File: src/rtl/core/assert_macros.svh
// Assertion macros for the tokenizer RTL.
// Depends on nothing; the bodies drop out when SYNTHESIS is defined.
`ifndef ASSERT_MACROS_SVH
`define ASSERT_MACROS_SVH
`ifndef SYNTHESIS
// Property checked at every rising edge outside reset.
`define SBT_ASSERT(label, clk, rst_n, prop) \
    label: assert property (@(posedge clk) disable iff (!rst_n) (prop)) \
        else $error("tokenizer assertion failed");
// Implication checked at every rising edge outside reset.
`define SBT_ASSERT_IMP(label, clk, rst_n, ante, cons) \
    label: assert property (@(posedge clk) disable iff (!rst_n) (ante) |-> (cons)) \
        else $error("tokenizer implication failed");
`else
`define SBT_ASSERT(label, clk, rst_n, prop)
`define SBT_ASSERT_IMP(label, clk, rst_n, ante, cons)
`endif
`endif

File: src/rtl/core/sbt_pkg.sv
// Shared types, codes and character helpers of the byte tokenizer.
// Depends on nothing.
`timescale 1ns / 1ps
package sbt_pkg;

    localparam int unsigned MAX_SOURCE_BYTES_DEF = 1048576;
    localparam int unsigned QUEUE_DEPTH = 4;

    // Token classes.
    localparam logic [2:0] CLS_CHAR    = 3'd0;
    localparam logic [2:0] CLS_END     = 3'd1;
    localparam logic [2:0] CLS_INT     = 3'd2;
    localparam logic [2:0] CLS_FLOAT   = 3'd3;
    localparam logic [2:0] CLS_NAME    = 3'd4;
    localparam logic [2:0] CLS_KEYWORD = 3'd5;
    localparam logic [2:0] CLS_STRING  = 3'd6;

    // Error codes.
    localparam logic [2:0] ERR_NONE    = 3'd0;
    localparam logic [2:0] ERR_DIGIT   = 3'd1;
    localparam logic [2:0] ERR_OVF     = 3'd2;
    localparam logic [2:0] ERR_EXP     = 3'd3;
    localparam logic [2:0] ERR_NONPRT  = 3'd4;
    localparam logic [2:0] ERR_UNTERM  = 3'd5;

    // Radix codes.
    localparam logic [1:0] RAD_DEC = 2'd0;
    localparam logic [1:0] RAD_HEX = 2'd1;
    localparam logic [1:0] RAD_BIN = 2'd2;
    localparam logic [1:0] RAD_OCT = 2'd3;

    // Token payload without offsets.
    typedef struct packed {
        logic [2:0]  cls;
        logic [7:0]  chr;
        logic [1:0]  rad;
        logic [63:0] val;
        logic [2:0]  kw;
        logic [2:0]  err;
    } t_tok;

    typedef struct packed {
        logic       found;
        logic [2:0] idx;
    } t_kw;

    function automatic logic is_dig(input logic [7:0] c);
        return (c >= 8'h30) && (c <= 8'h39);
    endfunction

    function automatic logic is_alpha(input logic [7:0] c);
        return ((c >= 8'h61) && (c <= 8'h7A)) || ((c >= 8'h41) && (c <= 8'h5A));
    endfunction

    // Digit value, 16 when the byte is no hex digit.
    function automatic logic [4:0] hex_val(input logic [7:0] c);
        logic [4:0] v;
        v = 5'd16;
        if (is_dig(c)) v = 5'(c - 8'h30);
        else if ((c >= 8'h61) && (c <= 8'h66)) v = 5'(c - 8'h57);
        else if ((c >= 8'h41) && (c <= 8'h46)) v = 5'(c - 8'h37);
        return v;
    endfunction

    // Keyword lookup over the six-byte prefix, first byte in the low bits.
    function automatic t_kw kw_lookup(input logic [47:0] p, input logic [2:0] n);
        t_kw r;
        r = '{found: 1'b0, idx: 3'd0};
        if (n == 3'd4 && p[31:0] == 32'h6d_75_6e_65) r = '{1'b1, 3'd0};
        else if (n == 3'd6 && p == 48'h74_63_75_72_74_73) r = '{1'b1, 3'd1};
        else if (n == 3'd5 && p[39:0] == 40'h6e_6f_69_6e_75) r = '{1'b1, 3'd2};
        else if (n == 3'd3 && p[23:0] == 24'h72_61_76) r = '{1'b1, 3'd3};
        else if (n == 3'd5 && p[39:0] == 40'h74_73_6e_6f_63) r = '{1'b1, 3'd4};
        else if (n == 3'd4 && p[31:0] == 32'h63_6e_75_66) r = '{1'b1, 3'd5};
        return r;
    endfunction

endpackage

File: src/rtl/core/sbt_scan.sv
// Token scanner: state registers and the per-byte next-state logic.
// Depends on sbt_pkg; produces up to two tokens per accepted byte.
`timescale 1ns / 1ps
module sbt_scan
    import sbt_pkg::*;
#(
    parameter int unsigned MAX_SOURCE_BYTES = MAX_SOURCE_BYTES_DEF,
    localparam int unsigned SW = $clog2(MAX_SOURCE_BYTES),
    localparam int unsigned PW = SW + 1
) (
    input  logic          i_clk,
    input  logic          i_rst_n,
    input  logic          i_step,
    input  logic [7:0]    i_byte,
    input  logic          i_sos,
    output logic [1:0]    o_count,
    output t_tok          o_tok0,
    output t_tok          o_tok1,
    output logic [SW-1:0] o_so0,
    output logic [SW-1:0] o_so1,
    output logic [PW-1:0] o_eo0,
    output logic [PW-1:0] o_eo1
);

    typedef enum logic [3:0] {
        M_IDLE, M_WS, M_ZERO, M_NUM, M_SKIP, M_FRAC,
        M_EXP, M_SIGN, M_EXPD, M_NAME, M_STR
    } t_mode;

    localparam logic [PW-1:0] POS_MAX = PW'(MAX_SOURCE_BYTES);
    localparam logic [SW-1:0] START_MAX = SW'(MAX_SOURCE_BYTES - 1);

    t_mode         r_mode, n_mode;
    logic [63:0]   r_acc, n_acc;
    logic [1:0]    r_rad, n_rad;
    logic          r_alldec, n_alldec;
    logic [SW-1:0] r_ts, n_ts;
    logic [PW-1:0] r_pos, n_pos;
    logic [47:0]   r_nbuf, n_nbuf;
    logic [2:0]    r_nlen, n_nlen;
    logic [2:0]    r_ferr, n_ferr;

    // Next-state logic, written in the order the byte is examined.
    always_comb begin
        logic [7:0]  c;
        logic        dig;
        logic [4:0]  hv;
        logic [4:0]  d;
        logic [4:0]  base;
        logic [67:0] prod;
        logic [67:0] sum;
        logic [PW-1:0] cp, e_here, e_after;
        logic        p1, st, do_num, do_intc, do_acc, fin, ws;
        t_tok        t1;
        logic [PW-1:0] e1;
        t_kw         kwr;
        c = i_byte;
        dig = is_dig(c);
        hv = hex_val(c);
        n_mode = r_mode; n_acc = r_acc; n_rad = r_rad; n_alldec = r_alldec;
        n_ts = r_ts; n_pos = r_pos; n_nbuf = r_nbuf; n_nlen = r_nlen; n_ferr = r_ferr;
        o_count = 2'd0;
        o_tok0 = '0; o_tok1 = '0;
        o_so0 = '0; o_so1 = '0; o_eo0 = '0; o_eo1 = '0;
        p1 = 1'b0; st = 1'b0; do_num = 1'b0; do_intc = 1'b0; do_acc = 1'b0; fin = 1'b0;
        t1 = '0; e1 = '0;
        d = 5'd0; base = 5'd10; prod = '0; sum = '0;
        kwr = kw_lookup(r_nbuf, r_nlen);
        ws = (c == 8'h20) || (c == 8'h09) || (c == 8'h0A) || (c == 8'h0B) || (c == 8'h0D);
        if (i_sos) begin
            n_mode = M_IDLE; n_acc = '0; n_rad = RAD_DEC; n_alldec = 1'b1;
            n_nbuf = '0; n_nlen = '0; n_ferr = ERR_NONE; n_ts = '0; n_pos = '0;
        end
        cp = n_pos;
        e_here = cp;
        e_after = (cp < POS_MAX) ? cp + PW'(1) : POS_MAX;

        // First pass: continue or close the current token.
        case (n_mode)
            M_WS: begin
                if (!(c == 8'h20 || (c >= 8'h09 && c <= 8'h0D))) st = 1'b1;
            end
            M_ZERO: begin
                if (c == 8'h2E) begin
                    n_ferr = ERR_NONE; n_acc = '0; n_rad = RAD_DEC; n_mode = M_FRAC;
                end else if (c == 8'h65 || c == 8'h45) begin
                    n_ferr = ERR_NONE; n_acc = '0; n_rad = RAD_DEC; n_mode = M_EXP;
                end else if (c == 8'h78 || c == 8'h58) begin
                    n_rad = RAD_HEX; n_alldec = 1'b0; n_mode = M_NUM;
                end else if (c == 8'h62 || c == 8'h42) begin
                    n_rad = RAD_BIN; n_alldec = 1'b0; n_mode = M_NUM;
                end else if (dig) begin
                    n_rad = RAD_OCT; n_mode = M_NUM; do_num = 1'b1;
                end else begin
                    n_rad = RAD_DEC; n_mode = M_NUM; do_intc = 1'b1;
                end
            end
            M_NUM: do_num = 1'b1;
            M_SKIP: begin
                if (!dig) begin
                    if (n_alldec && c == 8'h2E) begin
                        n_ferr = ERR_NONE; n_acc = '0; n_rad = RAD_DEC; n_mode = M_FRAC;
                    end else if (n_alldec && (c == 8'h65 || c == 8'h45)) begin
                        n_ferr = ERR_NONE; n_acc = '0; n_rad = RAD_DEC; n_mode = M_EXP;
                    end else begin
                        fin = 1'b1;
                    end
                end
            end
            M_FRAC: begin
                if (!dig) begin
                    if (c == 8'h65 || c == 8'h45) n_mode = M_EXP;
                    else begin
                        p1 = 1'b1; st = 1'b1; t1.cls = CLS_FLOAT; e1 = e_here;
                    end
                end
            end
            M_EXP: begin
                if (c == 8'h2B || c == 8'h2D) n_mode = M_SIGN;
                else if (dig) n_mode = M_EXPD;
                else begin
                    if (n_ferr == ERR_NONE) n_ferr = ERR_EXP;
                    p1 = 1'b1; st = 1'b1; t1.cls = CLS_FLOAT; e1 = e_here;
                end
            end
            M_SIGN: begin
                if (dig) n_mode = M_EXPD;
                else begin
                    if (n_ferr == ERR_NONE) n_ferr = ERR_EXP;
                    p1 = 1'b1; st = 1'b1; t1.cls = CLS_FLOAT; e1 = e_here;
                end
            end
            M_EXPD: begin
                if (!dig) begin
                    p1 = 1'b1; st = 1'b1; t1.cls = CLS_FLOAT; e1 = e_here;
                end
            end
            M_NAME: begin
                if (is_alpha(c) || dig || c == 8'h5F) begin
                    if (n_nlen < 3'd6) n_nbuf[8*n_nlen +: 8] = c;
                    if (n_nlen < 3'd7) n_nlen = n_nlen + 3'd1;
                end else begin
                    p1 = 1'b1; st = 1'b1; e1 = e_here;
                    t1.cls = kwr.found ? CLS_KEYWORD : CLS_NAME;
                    t1.kw = kwr.found ? kwr.idx : 3'd0;
                end
            end
            M_STR: begin
                if (c == 8'h22) begin
                    p1 = 1'b1; t1.cls = CLS_STRING; e1 = e_after;
                end else if (c == 8'h00) begin
                    if (n_ferr == ERR_NONE) n_ferr = ERR_UNTERM;
                    p1 = 1'b1; st = 1'b1; t1.cls = CLS_STRING; e1 = e_here;
                end else if (c < 8'h20 || c > 8'h7E) begin
                    if (n_ferr == ERR_NONE) n_ferr = ERR_NONPRT;
                end
            end
            default: st = 1'b1;
        endcase

        // Number continuation shared by the zero and digit-run modes.
        if (do_num) begin
            if (n_alldec && dig) do_acc = 1'b1;
            else if (n_alldec && c == 8'h2E) begin
                n_ferr = ERR_NONE; n_acc = '0; n_rad = RAD_DEC; n_mode = M_FRAC;
            end else if (n_alldec && (c == 8'h65 || c == 8'h45)) begin
                n_ferr = ERR_NONE; n_acc = '0; n_rad = RAD_DEC; n_mode = M_EXP;
            end else do_intc = 1'b1;
        end
        if (do_intc) begin
            n_alldec = 1'b0;
            if (hv < 5'd16) do_acc = 1'b1;
            else fin = 1'b1;
        end

        // Multiply-add by the radix, built from shifts.
        if (do_acc) begin
            case (n_rad)
                RAD_HEX: base = 5'd16;
                RAD_BIN: base = 5'd2;
                RAD_OCT: base = 5'd8;
                default: base = 5'd10;
            endcase
            d = hv;
            if (d >= base) begin
                if (n_ferr == ERR_NONE) n_ferr = ERR_DIGIT;
                d = 5'd0;
            end
            case (n_rad)
                RAD_HEX: prod = {n_acc, 4'b0};
                RAD_BIN: prod = {3'b0, n_acc, 1'b0};
                RAD_OCT: prod = {1'b0, n_acc, 3'b0};
                default: prod = {1'b0, n_acc, 3'b0} + {3'b0, n_acc, 1'b0};
            endcase
            sum = prod + 68'(d);
            if (sum[67:64] != 4'd0) begin
                if (n_ferr == ERR_NONE) n_ferr = ERR_OVF;
                n_acc = '0;
                if (dig) n_mode = M_SKIP;
                else fin = 1'b1;
            end else begin
                n_acc = sum[63:0];
            end
        end
        if (fin) begin
            p1 = 1'b1; st = 1'b1; t1.cls = CLS_INT; t1.rad = n_rad; t1.val = n_acc;
            e1 = e_here;
        end

        // Emit the closed token and clear the token state.
        if (p1) begin
            t1.err = n_ferr;
            o_tok0 = t1; o_so0 = n_ts; o_eo0 = e1; o_count = 2'd1;
            n_mode = M_IDLE; n_acc = '0; n_rad = RAD_DEC; n_alldec = 1'b1;
            n_nbuf = '0; n_nlen = '0; n_ferr = ERR_NONE;
        end

        // Second pass: this byte opens the next token.
        if (st) begin
            n_mode = M_IDLE;
            if (ws) n_mode = M_WS;
            else begin
                n_ts = (cp < POS_MAX) ? cp[SW-1:0] : START_MAX;
                if (c == 8'h22) n_mode = M_STR;
                else if (c == 8'h2E) n_mode = M_FRAC;
                else if (c == 8'h30) n_mode = M_ZERO;
                else if (dig) begin
                    n_mode = M_NUM; n_acc = 64'(hv);
                end else if (is_alpha(c) || c == 8'h5F) begin
                    n_mode = M_NAME; n_nbuf[7:0] = c; n_nlen = 3'd1;
                end else begin
                    t1 = '0;
                    t1.cls = (c == 8'h00) ? CLS_END : CLS_CHAR;
                    t1.chr = c;
                    t1.err = n_ferr;
                    if (o_count == 2'd0) begin
                        o_tok0 = t1; o_so0 = n_ts; o_eo0 = e_after;
                    end else begin
                        o_tok1 = t1; o_so1 = n_ts; o_eo1 = e_after;
                    end
                    o_count = o_count + 2'd1;
                end
            end
        end
        n_pos = e_after;
    end

    // State registers.
    always_ff @(posedge i_clk) begin
        if (!i_rst_n) begin
            r_mode <= M_IDLE;
            r_acc <= '0;
            r_rad <= RAD_DEC;
            r_alldec <= 1'b1;
            r_ts <= '0;
            r_pos <= '0;
            r_nbuf <= '0;
            r_nlen <= '0;
            r_ferr <= ERR_NONE;
        end else if (i_step) begin
            r_mode <= n_mode;
            r_acc <= n_acc;
            r_rad <= n_rad;
            r_alldec <= n_alldec;
            r_ts <= n_ts;
            r_pos <= n_pos;
            r_nbuf <= n_nbuf;
            r_nlen <= n_nlen;
            r_ferr <= n_ferr;
        end
    end

endmodule

File: src/rtl/core/sbt_outq.sv
// Result queue: takes up to two entries per cycle, hands out one.
// Depends on sbt_pkg and assert_macros.svh.
`timescale 1ns / 1ps
`include "assert_macros.svh"
module sbt_outq
    import sbt_pkg::*;
#(
    parameter int unsigned DATA_W = 8
) (
    input  logic              i_clk,
    input  logic              i_rst_n,
    input  logic [1:0]        i_push_n,
    input  logic [DATA_W-1:0] i_data0,
    input  logic [DATA_W-1:0] i_data1,
    output logic              o_space2,
    output logic              o_valid,
    input  logic              i_ready,
    output logic [DATA_W-1:0] o_data
);

    localparam int unsigned AW = $clog2(QUEUE_DEPTH);

    logic [DATA_W-1:0] r_mem [QUEUE_DEPTH];
    logic [AW-1:0]     r_head, r_tail;
    logic [AW:0]       r_cnt, n_cnt;
    logic              pop;

    assign o_valid  = (r_cnt != '0);
    assign o_space2 = (r_cnt <= (AW+1)'(QUEUE_DEPTH - 2));
    assign o_data   = r_mem[r_head];
    assign pop      = o_valid && i_ready;

    // Fill count after this cycle's pushes and pop.
    assign n_cnt = r_cnt + (AW+1)'(i_push_n) - (AW+1)'(pop);

    // Entry storage.
    always_ff @(posedge i_clk) begin
        if (i_push_n != 2'd0) r_mem[r_tail] <= i_data0;
        if (i_push_n == 2'd2) r_mem[r_tail + AW'(1)] <= i_data1;
    end

    // Pointers and fill count.
    always_ff @(posedge i_clk) begin
        if (!i_rst_n) begin
            r_head <= '0;
            r_tail <= '0;
            r_cnt  <= '0;
        end else begin
            r_tail <= r_tail + AW'(i_push_n);
            if (pop) r_head <= r_head + AW'(1);
            r_cnt <= n_cnt;
        end
    end

    `SBT_ASSERT(a_cnt_bound, i_clk, i_rst_n, r_cnt <= (AW+1)'(QUEUE_DEPTH))
    `SBT_ASSERT_IMP(a_no_overfill, i_clk, i_rst_n, i_push_n != 2'd0, o_space2)
    `SBT_ASSERT_IMP(a_cnt_track, i_clk, i_rst_n, $past(i_rst_n), r_cnt == $past(n_cnt))

endmodule

File: src/rtl/core/source_byte_tokenizer_top.sv
// Byte tokenizer top level. One byte is accepted per cycle while the result
// queue has room for two tokens; tokens are registered in that queue first.
// Tokens leave one per cycle while i_ready is high (single queue read port),
// so throughput is one byte per cycle when bytes average at most one token.
// Synchronous active-low reset returns the scanner to idle at offset zero.
`timescale 1ns / 1ps
module source_byte_tokenizer_top
    import sbt_pkg::*;
#(
    parameter int unsigned MAX_SOURCE_BYTES = MAX_SOURCE_BYTES_DEF,
    localparam int unsigned SW = $clog2(MAX_SOURCE_BYTES),
    localparam int unsigned PW = SW + 1
) (
    input  logic          i_clk,
    input  logic          i_rst_n,
    input  logic          i_valid,
    output logic          o_ready,
    input  logic [7:0]    i_byte_value,
    input  logic          i_start_of_source,
    output logic          o_valid,
    input  logic          i_ready,
    output logic [2:0]    o_token_class,
    output logic [7:0]    o_char_code,
    output logic [1:0]    o_radix_mark,
    output logic [63:0]   o_int_value,
    output logic [2:0]    o_keyword_index,
    output logic [SW-1:0] o_start_offset,
    output logic [PW-1:0] o_end_offset,
    output logic [2:0]    o_error_code,
    output logic          o_last_of_run
);

    localparam int unsigned DW = $bits(t_tok) + SW + PW + 1;

    logic          step;
    logic [1:0]    cnt;
    t_tok          tok0, tok1, tok_q;
    logic [SW-1:0] so0, so1;
    logic [PW-1:0] eo0, eo1;
    logic [DW-1:0] d0, d1, dq;

    assign step = i_valid && o_ready;

    sbt_scan #(.MAX_SOURCE_BYTES(MAX_SOURCE_BYTES)) u_scan (
        .i_clk(i_clk), .i_rst_n(i_rst_n), .i_step(step),
        .i_byte(i_byte_value), .i_sos(i_start_of_source),
        .o_count(cnt), .o_tok0(tok0), .o_tok1(tok1),
        .o_so0(so0), .o_so1(so1), .o_eo0(eo0), .o_eo1(eo1)
    );

    // The last token of a byte carries the run-end flag.
    assign d0 = {tok0, so0, eo0, cnt == 2'd1};
    assign d1 = {tok1, so1, eo1, 1'b1};

    sbt_outq #(.DATA_W(DW)) u_outq (
        .i_clk(i_clk), .i_rst_n(i_rst_n),
        .i_push_n(step ? cnt : 2'd0),
        .i_data0(d0), .i_data1(d1),
        .o_space2(o_ready),
        .o_valid(o_valid), .i_ready(i_ready), .o_data(dq)
    );

    assign {tok_q, o_start_offset, o_end_offset, o_last_of_run} = dq;
    assign o_token_class   = tok_q.cls;
    assign o_char_code     = tok_q.chr;
    assign o_radix_mark    = tok_q.rad;
    assign o_int_value     = tok_q.val;
    assign o_keyword_index = tok_q.kw;
    assign o_error_code    = tok_q.err;

endmodule
File: config.mk
export PLATFORM = sky130hd
export DESIGN_NAME = source_byte_tokenizer_top
export DESIGN_NICKNAME = d
export VERILOG_FILES = /design/src/rtl/core/sbt_pkg.sv /design/src/rtl/core/sbt_scan.sv /design/src/rtl/core/sbt_outq.sv /design/src/rtl/core/source_byte_tokenizer_top.sv
export VERILOG_INCLUDE_DIRS = /design/src /design/src/rtl/core
export SDC_FILE = /design/constraint.sdc
export NUM_CORES = 2
export LEC_CHECK = 0
export ABC_CLOCK_PERIOD_IN_PS = 58300
export BUFFER_PORTS_ARGS = -buffer_cell sky130_fd_sc_hd__buf_2
export CAP_MARGIN = 20
export CORE_UTILIZATION = 45
export DETAILED_ROUTE_END_ITERATION = 8
export SKIP_CTS_REPAIR_TIMING = 1
export SLEW_MARGIN = 25
export SYNTH_ARGS = -nofsm -noshare
export SYNTH_HDL_FRONTEND = slang
export SYNTH_HIERARCHICAL = 1
export SYNTH_SLANG_ARGS = --single-unit
File: constraint.sdc
create_clock -name i_clk -period 58.3 [get_ports i_clk]
set_input_delay 0 -clock i_clk [delete_from_list [all_inputs] [get_ports i_clk]]
set_output_delay 0 -clock i_clk [all_outputs]
set_load 0.05 [all_outputs]
Yosys cells after proc, flatten, opt, wreduce, memory -nomap -nowiden:

Memories as Yosys holds them, arrays and structs flattened. A register that Yosys moved wholly into a read port is not among the register bits.
Cells that the tools add are included.

* bits in registers: 173
* RAM bits: 500
* input port bits: 13
* output and inout bits: 127
* logic and storage cells: 404
* memories: 1

* add/sub/neg operators: 14
* $lt $le $gt $ge: 18
* eq/ne operators: 42
* shift-type cells: 2
* mux-type cells: 272
* reductions and logical operators: 43

Memories
* u_outq.r_mem: depth 4, width 125, read ports 1, clocked after memory_dff 1, write ports 2, line sbt_outq.sv:23 `logic [DATA_W-1:0] r_mem [QUEUE_DEPTH];`

Operator list (count)
* 2-to-1 mux 83 bit: 16
* 2-to-1 mux 64 bit: 19
* 2-to-1 mux 21 bit: 27
* 2-to-1 mux 20 bit: 21
* 2-to-1 mux 48 bit: 5
* one-hot mux 68 bit (3 select lines): 1
* 2-to-1 mux 3 bit: 47
* one-hot mux 64 bit (2 select lines): 1
* 2-to-1 mux 4 bit: 30
* one-hot mux 21 bit (5 select lines): 1
* 2-to-1 mux 81 bit: 1
* equality test 40 x 39 -> 1 bit (second input constant): 2
* adder 67 x 65 -> 68 bit: 1
* adder 68 x 5 -> 68 bit: 1
* 2-to-1 mux 68 bit: 1
* 2-to-1 mux 66 bit: 1
* equality test 32 x 31 -> 1 bit (second input constant): 2
* equality test 8 x 7 -> 1 bit (second input constant): 7
* 2-to-1 mux 8 bit: 7
* 2-to-1 mux 1 bit: 53
* 2-to-1 mux 2 bit: 26
* bitwise mux 48 bit: 1
* equality test 48 x 47 -> 1 bit (second input constant): 1
* equality test 8 x 6 -> 1 bit (second input constant): 6
* 52 further kinds: 113

Depth between registers and ports, before layout:

* depth in word-level cells: 36
* gate-level depth with buffers: 53
* mapped depth without buffers: 39

Hierarchy:

Netlist, hierarchy kept.

By module, submodules not included
* sbt_outq: instances 1, cells an instance 1258, area each 24489.7 µm², sequential area each 15194.6 µm²
* sbt_scan: instances 1, cells an instance 2906, area each 19892.8 µm², sequential area each 3323.2 µm²
* source_byte_tokenizer_top: instances 1, cells an instance 5, area each 32.5 µm², sequential area each 0.0 µm²

Least setup slack after synthesis:

Ideal clock, no wire load.

* path type: input -> register
* start point: input i_byte_value[5]
* end point: memory u_outq/r_mem[0][0] (netlist name) (enable)
* setup time: 0.782 ns
* data arrival time: 17.675 ns
* data required time: 57.518 ns
* slack: 39.843 ns
* stages on the path: 43
* buffers on the path: 16
* path through: clkbuf_1 inv_1 or4b_2 nor2b_1 clkbuf_1 a21oi_1 nor3_1 nand2_1 and2_1 inv_1 ha_1 buf_2 buf_2 buf_2 buf_2 buf_2 buf_1 clkbuf_1 [7 not listed] a221o_1 nor3_1 and3_1 nand2b_1 clkbuf_1 or4_1 buf_2 or4b_4 a21oi_4 o211ai_4 buf_6 buf_6 buf_6 ha_1 mux2_2 and3_1 o21bai_1 o21ai_0

RTL lines
* start, declared: line source_byte_tokenizer_top.sv:18 `input logic [7:0] i_byte_value,`
* end, declared: line sbt_outq.sv:23

==> impl_metrics.py <==
metrics = {
    "power_and_ir_drop": {
        "p_sw_share_pct": 34.9,
        "power.share.combinational_pct": 27.6,
        "powerDensity_nw_per_um2": 30.2,
        "p_int_mw": 0.947,
        "p_total_mw": 1.46,
        "switchingPower_mw": 0.509,
        "pwr-share-clk_pct": 33.2,
        "leakage_nw": 17.2,
        "irDropWorstVdd_uv": 24.1,
        "p_seq_share_pct": 39.3,
    },
    "timing": {
        "hold_violations": 0,
        "tns_ps": 0,
        "worst_pin_slew_ps": 1070,
        "fmax_mhz": 77.8,
        "hold_ws_ps": 21.8,
        "relSlewSlack_pct": 27.0,
        "period_share_pct": 22.1,
        "finalSetupViolations": 0,
        "drv_slew": 0,
        "finClkSkew_ps": 35.3,
        "min_period_ps": 12860,
        "rsz0062_at_grt": "no",
    },
    "setup_path": {
        "critPathArrivalTime_ps": 13130,
        "worstSetupStartpoint": "u_scan/r_mode[1]",
        "crit_path_start_kind": "flip-flop",
        "timing_worst_setup_path_type": "flip-flop to flip-flop",
        "reg2reg_depth": 37,
        "r2r_end": "u_outq/r_mem[2][94]",
        "worstPathRequired_ps": 58570,
        "path_max_fanout": 44,
        "cp_slowest_cell": "o211ai_4",
        "r2r_setup_slack_ps": 45440,
        "reg2reg_from": "u_scan/r_mode[1]",
        "slowest_delay_ps": 860,
        "end_kind": "flip-flop",
    },
    "synth": {
        "synth_edf_count": 500,
        "netlist.area_leader.share_pct": 33.8,
        "synth_seq_cells": 675,
        "netlist_instances": 4169,
        "yosysUniqueCellTypes": 115,
        "synth-main-ff-cell": "edfxtp_1",
        "yosys_warnings": 6,
        "ys_seq_area_share_pct": 41.7,
        "async_flop_share_pct": 0,
        "postSynthAreaPerCell_um2": 10.7,
        "syn_area_um2": 44400,
        "synth_top_cell_by_area": "edfxtp_1",
        "synth_area_leaders": "edfxtp_1 (34%), mux2_2 (8.0%), dfxtp_1 (7.9%), mux4_2 (6.3%), mux2_1 (4.8%)",
    },
    "global_routing": {
        "grt_pass1_wl_um": 213000,
        "grt_max_degree": 126,
        "overflow": 0,
        "grt_pass1_vias": 33100,
        "antenna_found_initial": 6,
        "grt_use_total_pct": 27.8,
    },
    "finish": {
        "final_cells": 5507,
        "drive_above_1_share_pct": 20.1,
        "layout_common_cells": "edfxtp_1 (500), nand2_1 (395), mux2_2 (316), nor2_1 (297), a21oi_1 (221)",
        "area_growth_pct": 8.45,
        "layout_commonest_cell": "edfxtp_1",
        "finalNetCount": 4270,
    },
    "clock_network": {
        "cts_buffers": 78,
        "path_clk_slew_ps": 70,
        "insertion_delay_ps": 660,
        "cts-root-buf": "clkbuf_16",
        "htreeDepth": 3,
        "cts_tree": "built",
        "clockBufferDepth": 3,
        "clock-sinks": 675,
    },
    "floorplanning": {
        "initial_core_util_pct": 45.7,
        "io_pins": 140,
        "fp.dieW_um": 316,
        "core-area_um2": 97300,
        "die_y_um": 316,
        "fp-row-count": 114,
        "dieArea_um2": 100000,
    },
    "status": {
        "violations": "DRC",
        "status": "complete, but fails checks",
    },
    "placement": {
        "hpwl_um": 97300,
        "placed_cells": 5353,
        "port_buffers": 139,
        "gp_congestion": 1.03,
    },
    "job": {
        "cap_violations": 0,
    },
    "routing": {
        "drc_errors": 9,
        "wire_per_inst_um": 25.8,
        "wirelength_um": 142000,
        "drt-initial-drc-count": 4265,
        "drt_pass1_iterations": 9,
        "vias": 35300,
        "drt.antenna.violating_nets": 0,
        "via_per_inst": 6.42,
    },
    "min_path": {
        "hp-class": "input port to flip-flop",
        "holdPathEnd": "u_scan/r_mode[2]",
        "min-delay-start": "i_byte_value[7]",
        "hold_depth": 4,
    },
}
[worst max path at each step]
stage | depth (start not counted) | endpoint | slack (ps)
floorplan | 43 | u_outq/r_mem[0][0] | 39840
global placement | 37 | u_outq/r_mem[2][87] | 45890
detailed placement | 37 | u_outq/r_mem[2][93] | 45700
CTS | 37 | u_outq/r_mem[2][93] | 45640
global route | 37 | u_outq/r_mem[2][94] | 44880
finish | 37 | u_outq/r_mem[2][94] | 45440
[cell families after synthesis]
logic type      share of synthesized area (%)
fa+ha+maj                                2.56
buf+inv                                  5.19
flops                                    41.7
compound gates                           14.3
simple gates                             14.6
other cells                            0.0169
mux                                      19.7
xor+xnor                                 1.94
[registers in the layout, indices dropped and copies added (netlist names), named ones only]
name / flops
u_scan/r_mode: 4
u_scan/r_acc: 64
u_outq/r_mem: 500
u_outq/r_head: 2
u_scan/r_rad: 2
u_outq/r_cnt: 3
u_scan/r_alldec: 1
u_scan/r_ferr: 3
u_scan/r_nlen: 3
u_scan/r_nbuf: 48
u_scan/r_pos: 21
u_outq/r_tail: 2
u_scan/r_ts: 20
[power groups by stage]
| stage | Clock, mW | Sequential [mW] | Combinational (mW) |
|---|---|---|---|
| 3_3_place_gp | 0 | 0.581 | 0.403 |
| 3_5_place_dp | 0 | 0.582 | 0.403 |
| 6_report | 0.483 | 0.571 | 0.401 |
| 5_1_grt | 0.509 | 0.575 | 0.420 |
| 2_1_floorplan | 0 | 0.582 | 0.309 |
| 4_1_cts | 0.493 | 0.572 | 0.404 |
[routing by layer]
metal | global-route usage [%] | share of wire [%] | up-vias
met3 | 5.45 | 9.2 | 219
met4 | 6.28 | 1.9 | 2
li1 | - | - | 15900
met1 | 42.7 | 46 | 17500
met5 | 0 | 0.0077 | -
met2 | 40.1 | 42 | 1696
[worst max-delay path: cells and delay by family (launching register included)]
kind | cells | cell delay [ps]
mux | 1 | 300
compound gates | 9 | 2630
flops | 1 | 730
fa+ha+maj | 5 | 1550
buf+inv | 6 | 1810
simple gates | 16 | 5360
[area by class of cell]
class                      instances  area [um^2]
timing repair buffer             207         1250
multi-input combinational       3128        24000
clock inverter                    30          265
inverter                          78          293
antenna                            2         5.00
tap                             1276         1600
fill                            8857        49100
sequential                       675        18500
clock buffer                     111         2240
[cell usage after synthesis, types with 13 or more instances]
master and instances:
edfxtp_1 500, nand2_1 395, mux2_2 316, nor2_1 300, a21oi_1 221, mux2_1 189, dfxtp_1 175, o21ai_0 175
mux4_2 125, clkbuf_1 123, buf_2 116, and3_1 96, nor3_1 93, ha_1 86, buf_4 83, nand3_1 80
inv_1 76, o22ai_1 57, xnor2_1 56, a222oi_1 52, and2_1 52, nand4_1 48, a22oi_1 42, or3_1 37
xor2_1 37, a22o_1 33, nand2b_1 33, nor4_1 32, o211ai_1 31, a31oi_1 30, nor2b_1 29, a21o_1 27
buf_6 25, mux2i_1 25, o2bb2ai_1 24, o2bb2ai_2 20, nor3b_1 17, or4_1 17, buf_1 16, o21a_1 16
or2_2 16, a21boi_0 13, and4_1 13, o31ai_1 13
[metrics by stage]
step	worst slack (ps)	area, um^2	utilization (%)
2_1_floorplan	39840	44700	-
3_3_place_gp	45890	45500	46.8
3_5_place_dp	45700	45500	46.8
4_1_cts	45640	48000	49.4
5_1_grt	44880	48200	49.5
6_report	45440	48200	49.5
Note: power is estimated with default switching activity, not from simulation.
